<file path="src/rtl/ptw_pkg.sv">
// Shared types, codes and constants of the page-table walker.
package ptw_pkg;

  localparam int LEVELS_DEF    = 4;
  localparam int PHYS_BITS_DEF = 52;

  // Fixed by the entry and address formats.
  localparam int INDEX_BITS = 9;
  localparam int PAGE_SHIFT = 12;
  localparam int FIELD_BITS = 52;
  localparam int VA_BITS    = 48;
  localparam int ENTRY_BITS = 64;
  localparam int PRESENT_POS = 0;
  localparam int SIZE_POS    = 7;

  localparam logic [ENTRY_BITS-1:0] OFF_4K = (64'd1 << PAGE_SHIFT) - 64'd1;
  localparam logic [ENTRY_BITS-1:0] OFF_2M = (64'd1 << (PAGE_SHIFT + INDEX_BITS)) - 64'd1;
  localparam logic [ENTRY_BITS-1:0] OFF_1G = (64'd1 << (PAGE_SHIFT + 2 * INDEX_BITS)) - 64'd1;

  localparam logic OP_TRANSLATE = 1'b0;
  localparam logic OP_RESPONSE  = 1'b1;

  localparam logic KIND_READ   = 1'b0;
  localparam logic KIND_RESULT = 1'b1;

  localparam logic [1:0] PK_4K = 2'd0;
  localparam logic [1:0] PK_2M = 2'd1;
  localparam logic [1:0] PK_1G = 2'd2;

  typedef struct packed {
    logic                  kind;
    logic [FIELD_BITS-1:0] entry_address;
    logic [FIELD_BITS-1:0] physical_address;
    logic                  fault;
    logic [1:0]            page_kind;
  } ptw_result_t;

endpackage

</file>
<file path="src/rtl/ptw_walk.sv">
// Walk state and the per-request decision: next read, translation or fault.
module ptw_walk #(
  parameter int LEVELS    = ptw_pkg::LEVELS_DEF,
  parameter int PHYS_BITS = ptw_pkg::PHYS_BITS_DEF
) (
  input  logic                                clk,
  input  logic                                rst_n,
  input  logic                                cfg_we,
  input  logic [ptw_pkg::FIELD_BITS-1:0]      cfg_root_table_base,
  input  logic                                accept,
  input  logic                                opcode,
  input  logic [ptw_pkg::VA_BITS-1:0]         virtual_address,
  input  logic [ptw_pkg::ENTRY_BITS-1:0]      read_data,
  output logic                                res_valid,
  output ptw_pkg::ptw_result_t                res
);

  localparam int LVL_W = $clog2(LEVELS);
  localparam logic [LVL_W-1:0] LVL_TOP = LVL_W'(LEVELS - 1);
  localparam logic [ptw_pkg::ENTRY_BITS-1:0] PHYS_MASK = (64'd1 << PHYS_BITS) - 64'd1;

  logic [ptw_pkg::FIELD_BITS-1:0] root_r;
  logic                           busy_r, busy_nxt;
  logic [LVL_W-1:0]               level_r, level_nxt;
  logic [ptw_pkg::VA_BITS-1:0]    held_r, held_nxt;
  logic [PHYS_BITS-1:0]           tb_r, tb_nxt;

  // levels left below the current one; wide enough to hold 2 for any depth
  logic [2:0]                      below, below_nxt;
  logic [5:0]                      shift;
  logic [ptw_pkg::INDEX_BITS-1:0]  idx;
  logic [ptw_pkg::ENTRY_BITS-1:0]  off_mask, pa64, ea64;
  logic                            issue_read, finish;
  logic [1:0]                      pk;

  always_ff @(posedge clk) begin
    if (!rst_n) begin
      root_r  <= '0;
      busy_r  <= 1'b0;
      level_r <= '0;
      held_r  <= '0;
      tb_r    <= '0;
    end else begin
      if (cfg_we) root_r <= cfg_root_table_base;
      busy_r  <= busy_nxt;
      level_r <= level_nxt;
      held_r  <= held_nxt;
      tb_r    <= tb_nxt;
    end
  end

  assign below = 3'(LVL_TOP) - 3'(level_r);

  always_comb begin
    busy_nxt   = busy_r;
    level_nxt  = level_r;
    held_nxt   = held_r;
    tb_nxt     = tb_r;
    issue_read = 1'b0;
    finish     = 1'b0;
    pk         = ptw_pkg::PK_4K;
    off_mask   = ptw_pkg::OFF_4K;
    res_valid  = 1'b0;
    res        = '0;
    if (accept) begin
      if (opcode == ptw_pkg::OP_TRANSLATE) begin
        if (!busy_r) begin
          held_nxt   = virtual_address;
          level_nxt  = '0;
          tb_nxt     = {root_r[PHYS_BITS-1:ptw_pkg::PAGE_SHIFT], {ptw_pkg::PAGE_SHIFT{1'b0}}};
          busy_nxt   = 1'b1;
          issue_read = 1'b1;
        end
      end else if (busy_r) begin
        res_valid = 1'b1;
        if (!read_data[ptw_pkg::PRESENT_POS]) begin
          res.kind  = ptw_pkg::KIND_RESULT;
          res.fault = 1'b1;
          busy_nxt  = 1'b0;
          level_nxt = '0;
        end else if (below == '0) begin
          finish = 1'b1;
        end else if (read_data[ptw_pkg::SIZE_POS] && below <= 3'd2) begin
          finish = 1'b1;
          if (below == 3'd2) begin
            pk       = ptw_pkg::PK_1G;
            off_mask = ptw_pkg::OFF_1G;
          end else begin
            pk       = ptw_pkg::PK_2M;
            off_mask = ptw_pkg::OFF_2M;
          end
        end else begin
          tb_nxt     = {read_data[PHYS_BITS-1:ptw_pkg::PAGE_SHIFT],
                        {ptw_pkg::PAGE_SHIFT{1'b0}}};
          level_nxt  = LVL_W'(level_r + 1'b1);
          issue_read = 1'b1;
        end
      end
    end
    if (finish) begin
      res.kind             = ptw_pkg::KIND_RESULT;
      res.physical_address = pa64[ptw_pkg::FIELD_BITS-1:0];
      res.page_kind        = pk;
      busy_nxt             = 1'b0;
      level_nxt            = '0;
    end
    if (issue_read) begin
      res_valid         = 1'b1;
      res.kind          = ptw_pkg::KIND_READ;
      res.entry_address = ea64[ptw_pkg::FIELD_BITS-1:0];
    end
  end

  // large-page frame drops its address bits below the page size
  assign pa64 = ((read_data & PHYS_MASK & ~off_mask) |
                 (64'(held_r) & off_mask)) & PHYS_MASK;

  // read address built from the state that the walk moves on to
  assign below_nxt = 3'(LVL_TOP) - 3'(level_nxt);
  assign shift     = 6'(ptw_pkg::PAGE_SHIFT) + 6'(ptw_pkg::INDEX_BITS) * 6'(below_nxt);
  assign idx       = ptw_pkg::INDEX_BITS'(held_nxt >> shift);
  assign ea64      = 64'(tb_nxt) | 64'({idx, 3'b000});

endmodule

</file>
<file path="src/rtl/ptw_out_reg.sv">
// Result register on the output channel, held while the receiver stalls.
module ptw_out_reg (
  input  logic                 clk,
  input  logic                 rst_n,
  input  logic                 accept,
  input  logic                 res_valid,
  input  ptw_pkg::ptw_result_t res,
  input  logic                 out_stall,
  output logic                 out_valid,
  output logic                 load_ok,
  output ptw_pkg::ptw_result_t out_data
);

  logic                 valid_r;
  ptw_pkg::ptw_result_t data_r;

  assign load_ok = !valid_r || !out_stall;

  always_ff @(posedge clk) begin
    if (!rst_n) begin
      valid_r <= 1'b0;
    end else if (load_ok) begin
      valid_r <= accept && res_valid;
    end
  end

  always_ff @(posedge clk) begin
    if (load_ok) data_r <= res;
  end

  assign out_valid = valid_r;
  assign out_data  = data_r;

endmodule

</file>
<file path="src/rtl/four_level_page_table_walker_unit.sv">
// Top level of the four-level page-table walker.
//
// Input channel (in_valid/in_stall): a request is either a translate
// (in_opcode 0, in_virtual_address) or a memory read response (in_opcode 1,
// in_read_data carrying one table entry). Output channel (out_valid/
// out_stall): each request yields at most one result, either a table-entry
// read (out_kind 0, out_entry_address) or a finished translation (out_kind 1,
// out_physical_address, out_fault, out_page_kind). A translate while a walk is
// running, or a response while idle, is dropped without a result.
// An accepted request's result enters the output register on the next clock.
// Throughput: one request per cycle unless stalled, set by the single result
// register; a walk itself costs one response per level, paced by memory.
// cfg_root_table_base is always ready; the user, not the block, must see that
// it is written only while idle. Synchronous reset clears walk, root, output.
// While the receiver stalls the result holds and in_stall rises, but a
// request can still enter in the cycle the pending result is taken.
module four_level_page_table_walker_unit #(
  parameter int LEVELS    = ptw_pkg::LEVELS_DEF,
  parameter int PHYS_BITS = ptw_pkg::PHYS_BITS_DEF
) (
  input  logic                           clk,
  input  logic                           rst_n,
  input  logic                           cfg_valid,
  output logic                           cfg_ready,
  input  logic [ptw_pkg::FIELD_BITS-1:0] cfg_root_table_base,
  input  logic                           in_valid,
  output logic                           in_stall,
  input  logic                           in_opcode,
  input  logic [ptw_pkg::VA_BITS-1:0]    in_virtual_address,
  input  logic [ptw_pkg::ENTRY_BITS-1:0] in_read_data,
  output logic                           out_valid,
  input  logic                           out_stall,
  output logic                           out_kind,
  output logic [ptw_pkg::FIELD_BITS-1:0] out_entry_address,
  output logic [ptw_pkg::FIELD_BITS-1:0] out_physical_address,
  output logic                           out_fault,
  output logic [1:0]                     out_page_kind
);

  logic                 accept, load_ok, res_valid;
  ptw_pkg::ptw_result_t res, out_data;

  assign cfg_ready = 1'b1;
  assign in_stall  = !load_ok;
  assign accept    = in_valid && load_ok;

  ptw_walk #(
    .LEVELS    (LEVELS),
    .PHYS_BITS (PHYS_BITS)
  ) u_walk (
    .clk                 (clk),
    .rst_n               (rst_n),
    .cfg_we              (cfg_valid && cfg_ready),
    .cfg_root_table_base (cfg_root_table_base),
    .accept              (accept),
    .opcode              (in_opcode),
    .virtual_address     (in_virtual_address),
    .read_data           (in_read_data),
    .res_valid           (res_valid),
    .res                 (res)
  );

  ptw_out_reg u_out (
    .clk       (clk),
    .rst_n     (rst_n),
    .accept    (accept),
    .res_valid (res_valid),
    .res       (res),
    .out_stall (out_stall),
    .out_valid (out_valid),
    .load_ok   (load_ok),
    .out_data  (out_data)
  );

  assign out_kind             = out_data.kind;
  assign out_entry_address    = out_data.entry_address;
  assign out_physical_address = out_data.physical_address;
  assign out_fault            = out_data.fault;
  assign out_page_kind        = out_data.page_kind;

endmodule

</file>
<file path="config.mk">
export PLATFORM = sky130hd
export DESIGN_NAME = four_level_page_table_walker_unit
export DESIGN_NICKNAME = d
export VERILOG_FILES = /design/src/rtl/ptw_pkg.sv /design/src/rtl/ptw_walk.sv /design/src/rtl/ptw_out_reg.sv /design/src/rtl/four_level_page_table_walker_unit.sv
export SDC_FILE = /design/constraint.sdc
export NUM_CORES = 1
export LEC_CHECK = 0
export BUFFER_PORTS_ARGS = -buffer_cell sky130_fd_sc_hd__buf_2
export CAP_MARGIN = 15
export CORE_UTILIZATION = 45
export DETAILED_ROUTE_END_ITERATION = 16
export GPL_TIMING_DRIVEN = 0
export HOLD_SLACK_MARGIN = 0.06
export PLACE_DENSITY = 0.69
export SLEW_MARGIN = 20
export SYNTH_ARGS = -nofsm -noshare
export SYNTH_HDL_FRONTEND = slang
export SYNTH_HIERARCHICAL = 1
export SYNTH_SLANG_ARGS = --single-unit
</file>
<file path="constraint.sdc">
create_clock -name clk -period 5.4 [get_ports clk]
set_input_delay 0.27 -clock clk [delete_from_list [all_inputs] [get_ports clk]]
set_output_delay 0.27 -clock clk [all_outputs]
set_load 0.1 [all_outputs]
</file>
# Word-level counts from Yosys, hierarchy flattened
# Index checks and enable logic that the tools add are counted.
dict set report word_totals {
  reg_bits 264
  latch_bits 0
  ramBits 0
  mem_bits_ro 0
  inputBits 170
  word_cells 92
  n_memories 0
}
dict set report op_classes {
  addsub 4
  n_mul 1
  n_div 0
  magnitude_cmp 1
  n_eq_ne 1
  shift 1
  muxes 51
  bitwise 12
  n_reduce_logical 10
}
# op count
set op_table {}
lappend op_table {{$mux 52} 12}
lappend op_table {{$mux 48} 3}
lappend op_table {{$mux 30} 2}
lappend op_table {{$and 48x52->52} 1}
lappend op_table {{$and 52x52->52} 1}
lappend op_table {{$not 52->52} 1}
lappend op_table {{$or 52x12->52} 1}
lappend op_table {{$or 52x52->52} 1}
lappend op_table {{$shr 48x6->9} 1}
lappend op_table {{$mux 1} 25}
lappend op_table {{$mux 2} 9}
lappend op_table {{$not 1->1} 7}
lappend op_table {{$reduce_or 7->1} 1}
lappend op_table {{$add 4x6->6 const A} 1}
lappend op_table {{$mul 4x3->6 const A} 1}
lappend op_table {{$sub 2x2->3 const A} 2}
lappend op_table {{$eq 3x2->1 const B} 1}
lappend op_table {{$le 3x2->1 const B} 1}
lappend op_table {{$logic_and 1x1->1} 3}
lappend op_table {{$logic_not 1->1} 3}
lappend op_table {{$logic_not 3->1} 1}
lappend op_table {{$add 2x1->2 const B} 1}
lappend op_table {{$reduce_or 2->1} 1}
lappend op_table {{$logic_or 1x1->1} 1}

# Longest topological paths before layout
dict set report depth {
  depth_word 15
  depth_mapped 14
  mapped_depth_nobuf 12
}

# Modules after synthesis
# The synthesis kept the hierarchy.
# mod instances cells_per_inst area_each_um2 seq_area_each_um2
set by_module_without_submodules {}
lappend by_module_without_submodules {ptw_walk 1 997 8394.3 2622.5}
lappend by_module_without_submodules {ptw_out_reg 1 112 3284.4 3263.1}
lappend by_module_without_submodules {four_level_page_table_walker_unit 1 4 21.3 0.0}

# Least setup slack after synthesis
# OpenSTA, ideal clock, no wires.
dict set report synth_path {
  path_type {register to register}
  from {register u_out.valid_r, in the netlist u_out/out_valid}
  to {register u_out.data_r, in the netlist u_out/out_data[64] (data pin)}
  setup_time_ps 159
  arrival_time_ps 4983
  required_time_ps 5241
  slack_ps 259
  path_stages_with_launch 14
  path_buffers 2
  path_cell_list {dfxtp_1 nand2_2 and2_1 buf_4 a211oi_1 o21ai_2 nand2_2 inv_2 buf_2 ha_1 or3b_1 nor2_4 a22oi_1 a22oi_1}
}
dict set report synth_between {
  elab_chain_len 10
  elab_cells_between_ends 14
}
# item line
set synth_lines {}
lappend synth_lines {{from (decl)} ptw_out_reg.sv:14} ;# logic valid_r;
lappend synth_lines {{from (signal assigned)} ptw_out_reg.sv:23} ;# valid_r <= accept && res_valid;
lappend synth_lines {{$logic_not 1->1 (*)} ptw_out_reg.sv:17} ;# assign load_ok = !valid_r || !out_stall;
lappend synth_lines {{$logic_or 1x1->1 (*)} ptw_out_reg.sv:17}
lappend synth_lines {{via load_ok} four_level_page_table_walker_unit.sv:40} ;# logic accept, load_ok, res_valid;
lappend synth_lines {{$logic_and 1x1->1 (*)} four_level_page_table_walker_unit.sv:45} ;# assign accept = in_valid && load_ok;
lappend synth_lines {{via accept} four_level_page_table_walker_unit.sv:40}
lappend synth_lines {{$mux 2 / $mux 1 (equally long branches)} ptw_walk.sv:65} ;# if (accept) begin
lappend synth_lines {{$mux 2} ptw_walk.sv:100} ;# if (finish) begin
lappend synth_lines {{$sub 2x2->3} ptw_walk.sv:119} ;# assign below_nxt = 3'(LVL_TOP) - 3'(level_nxt);
lappend synth_lines {{$mul 4x3->6} ptw_walk.sv:120} ;# assign shift = 6'(ptw_pkg::PAGE_SHIFT) + 6'(ptw_pkg::INDEX_BITS) * 6'(below_nxt);
lappend synth_lines {{$add 4x6->6} ptw_walk.sv:120}
lappend synth_lines {{$shr 48x6->9} ptw_walk.sv:121} ;# assign idx = ptw_pkg::INDEX_BITS'(held_nxt >> shift);
lappend synth_lines {{$or 52x12->52} ptw_walk.sv:122} ;# assign ea64 = 64'(tb_nxt) | 64'({idx, 3'b000});
lappend synth_lines {{to (signal assigned)} ptw_out_reg.sv:28} ;# if (load_ok) data_r <= res;
lappend synth_lines {{to (decl)} ptw_out_reg.sv:15} ;# ptw_pkg::ptw_result_t data_r;
# The timed path passes the listed nets; every way through them passes the cells marked *.
# A chain may end at the register's enable or synchronous reset.

# Final worst setup path
# Same ends and word-level chain as after synthesis.

==> metrics.cfg <==
[routing]
wl_per_cell_um = 19.1
ant_nets = 0
first_pass_iters = 5
met1_length_mm = 15.5
drt-total-wl_mm = 34.8
drc = 0
dr.first_iter.drc_count = 683
dr.max_layer_used = met4
route.met2.wl_mm = 15.9
vias_per_cell = 5.34
route.met3.wl_mm = 2.50
num_vias = 9727

[final_layout]
area_growth_pct = 29.2
fillCellCount = 2156
fin_cells = 1823
antenna_cells = 0
final_core_util_pct = 59.7
drive_above_1_share_pct = 25.8
nets = 1647

[floorplan]
dieArea_um2 = 26600
io_pins = 281
start_util_pct = 46.2
core-area_um2 = 25300
rows = 58
chipWidth_um = 163
die_y_um = 163

[place]
routabilityCongestion = 0.911
dp.cells = 1688
portBuffers = 242
place_hpwl_mm = 24.6

[timing]
relSlewSlack_pct = 43.9
min_period_ns = 4.26
fmax_mhz = 235
final-setup-viol-count = 0
finClkSkew_ns = 0.00720
period_share_pct = 78.9
hold_viol = 0
tightest_slew_ns = 0.842
drv_slew = 0
rsz0062_at_grt = no

[power]
combPwrFrac_pct = 19.0
p_leak_uw = 0.00682
p_per_area_nw_per_um2 = 314
ir_drop_mv = 0.368
swShare_pct = 29.3
clkPwrFrac_pct = 37.9
seq_power_share_pct = 43.1
power.internal_uw = 3350
switchingPower_uw = 1390
finalPower_uw = 4740

[logic_synthesis]
ys_seq_area_share_pct = 50.3
netlist_area_um2 = 11700
synthMuxAreaShare_pct = 16.0
yosysUniqueCellTypes = 67
synth_seq_cells = 240
syn_inst = 1113
synthAdderAreaFrac_pct = 0.428
synth.avg_cell_area_um2 = 10.5
synthFlopType = dfxtp_1
yosysWarnings = 6
synth_edf_count = 108
synth_simple_gate_area_share_pct = 17.7
synth_top_family_by_area = simple AND/OR/NAND/NOR gates
synth_xor_xnor_area_share_pct = 0.139
synthArstFlopShare_pct = 0
synth_compound_area_share_pct = 11.4

[clock_network]
cts_buffers = 26
clock_path_buffers = 3
cts.repair.resized = 0
cts_sinks = 240
cts_tree = built
clk_latency_ns = 0.53
htreeDepth = 1
cts_root_buf = clkbuf_16
clkTransAtPathRegs_ns = 0.06
postCtsSetupRepairBufs = 0

[global_routing]
grt_pass1_wl_mm = 52.6
grt-ovfl-total = 0
antenna_found_initial = 0
grt_max_degree = 98
grt_pass1_vias = 9572
track_usage_pct = 25.9

[job]
drv_cap = 0

[critical_path]
crit_start = u_out/out_valid$_SDFFE_PN0P_
r2r_start = u_out/out_valid$_SDFFE_PN0P_
arrival_ns = 4.60
required_ns = 5.74
start_kind = flip-flop
cp_max_fo = 97
path_class = reg -> reg
worst_setup_path_end_kind = flip-flop

[min_path]
worstHoldStart = in_read_data[43]
hold_class = in -> reg

[outcome]
status = completed

cell families after synthesis:
| kind of cell | count (synthesis) |
|---|---|
| adders and majority gates | 4 |
| muxes | 172 |
| buffers and inverters | 97 |
| DFF | 240 |
| AOI/OAI and AO/OA | 200 |
| other | 2 |
| and+or+nand+nor | 397 |
| xor gates and xnor gates | 1 |
Yosys cell counts, drive strengths merged, types with 2 or more instances:
cell | instances | share of area [%]
nand3 | 11 | 0.56
o221ai | 8 | 0.60
a22oi | 3 | 0.19
a2bb2oi | 2 | 0.15
mux4 | 3 | 0.58
and2 | 82 | 4.4
o21a | 3 | 0.19
nand2b | 2 | 0.11
a31oi | 2 | 0.11
mux2 | 43 | 4.2
a21oi | 67 | 3.0
mux2i | 126 | 11
nand2 | 76 | 2.5
a211oi | 43 | 2.8
clkbuf | 54 | 1.7
inv | 10 | 0.32
edfxtp | 108 | 28
o211ai | 7 | 0.45
conb | 2 | 0.064
o221a | 2 | 0.19
a21o | 2 | 0.13
a32o | 2 | 0.17
o22ai | 3 | 0.16
nor2b | 113 | 6.0
or3b | 2 | 0.15
or3 | 3 | 0.16
nor3 | 3 | 0.22
o31ai | 3 | 0.19
ha | 4 | 0.43
a221oi | 3 | 0.22
nor2 | 98 | 3.2
o21ai | 26 | 1.2
dfxtp | 132 | 23
nand4 | 2 | 0.11
a21boi | 17 | 1.1
buf | 32 | 1.8
worst max-delay path: stages (launching register included):
cell and delay, ns:
dfxtp_1 0.37, nand2_8 0.17, buf_16 0.39, and2_1 0.31
nand4_1 0.19, a21oi_2 0.62, a21oi_4 0.19, inv_2 0.12
buf_2 0.26, ha_1 0.34, or3b_1 0.53, nor2_4 0.22
a22oi_1 0.12, a22oi_1 0.22
sequential cells by signal, summed over array words and instances (netlist names), named ones only:
register         count
u_walk/held_r       44
u_out/out_valid      1
u_walk/level_r       2
u_walk/tb_r         40
u_out/out_data     108
u_walk/root_r       40
u_walk/busy_r        1
power by group through the flow:
| stage | combinational (uW) | sequential [uW] | clock, uW |
|---|---|---|---|
| 3_3_place_gp | 840 | 2080 | 0 |
| 6_report | 901 | 2040 | 1800 |
| 5_1_grt | 954 | 2050 | 1900 |
| 2_1_floorplan | 325 | 2390 | 0 |
| 4_1_cts | 898 | 2040 | 1840 |
| 3_5_place_dp | 846 | 2080 | 0 |
layout by cell type, fill, tap and decap left out, types with 8 or more instances in the layout:
cell type,netlist,final
buf_2,14,256
dfxtp_1,132,132
mux2i_1,117,117
nor2b_1,113,113
edfxtp_1,108,108
nor2_1,97,97
dlygate4sd3_1,0,87
and2_1,82,82
nand2_1,74,74
a21oi_1,64,64
clkbuf_1,54,60
a211oi_1,43,43
mux2_2,42,42
clkbuf_16,0,28
o21ai_0,19,19
a21boi_0,16,16
nand3_1,9,9
o221ai_1,8,8
timing repair:
item	4_1_cts	5_1_grt
endpoints found under the setup margin	0	0
endpoints found under the hold margin	87	0
hold buffers	87	0
stage by stage:
| step | setup WS [ns] | instance area (um2) | hold slack, ns | TNS, ns |
|---|---|---|---|---|
| after detailed placement | 1.12 | 13400 | 0.453 | 0 |
| final | 1.14 | 15100 | 0.0701 | 0 |
| after global placement | -0.274 | 13300 | 0.447 | -1.29 |
| after floorplan | 0.259 | 11700 | 0.405 | 0 |
| after CTS | 1.11 | 15100 | 0.0649 | 0 |
| after global routing | 0.930 | 15100 | 0.0604 | 0 |
layer usage:
layer  track usage (%)  vias up
li1                  -     4650
met1              35.2     4585
met2              42.2      430
met3              3.96       62
met4              7.73        0
met5                 0        -
final timing paths:
kind | endpoint | slack [ns] | cells after the start
worst max register to register | u_out/out_data[64]$_DFFE_PP_ | 1.14 | 13
worst min-delay path | u_out/out_data[46]$_DFFE_PP_ | 0.07 | 2
worst max-delay path | u_out/out_data[64]$_DFFE_PP_ | 1.14 | 13
worst min register to register | u_walk/held_r[4]$_SDFF_PN0_ | 0.46 | 2
final cells by class:
| class | instances | area (um2) | share of cell area (%) |
|---|---|---|---|
| sequential | 240 | 5890 | 38.9 |
| multi-input combinational | 778 | 5380 | 35.6 |
| timing repair buffer | 330 | 2110 | 14.0 |
| clock buffer | 37 | 764 | 5.06 |
| tap | 330 | 413 | 2.73 |
| buffer | 86 | 412 | 2.72 |
| clock inverter | 11 | 104 | 0.687 |
| inverter | 11 | 41.3 | 0.273 |
No activity file was read; power rests on OpenSTA's default activity.
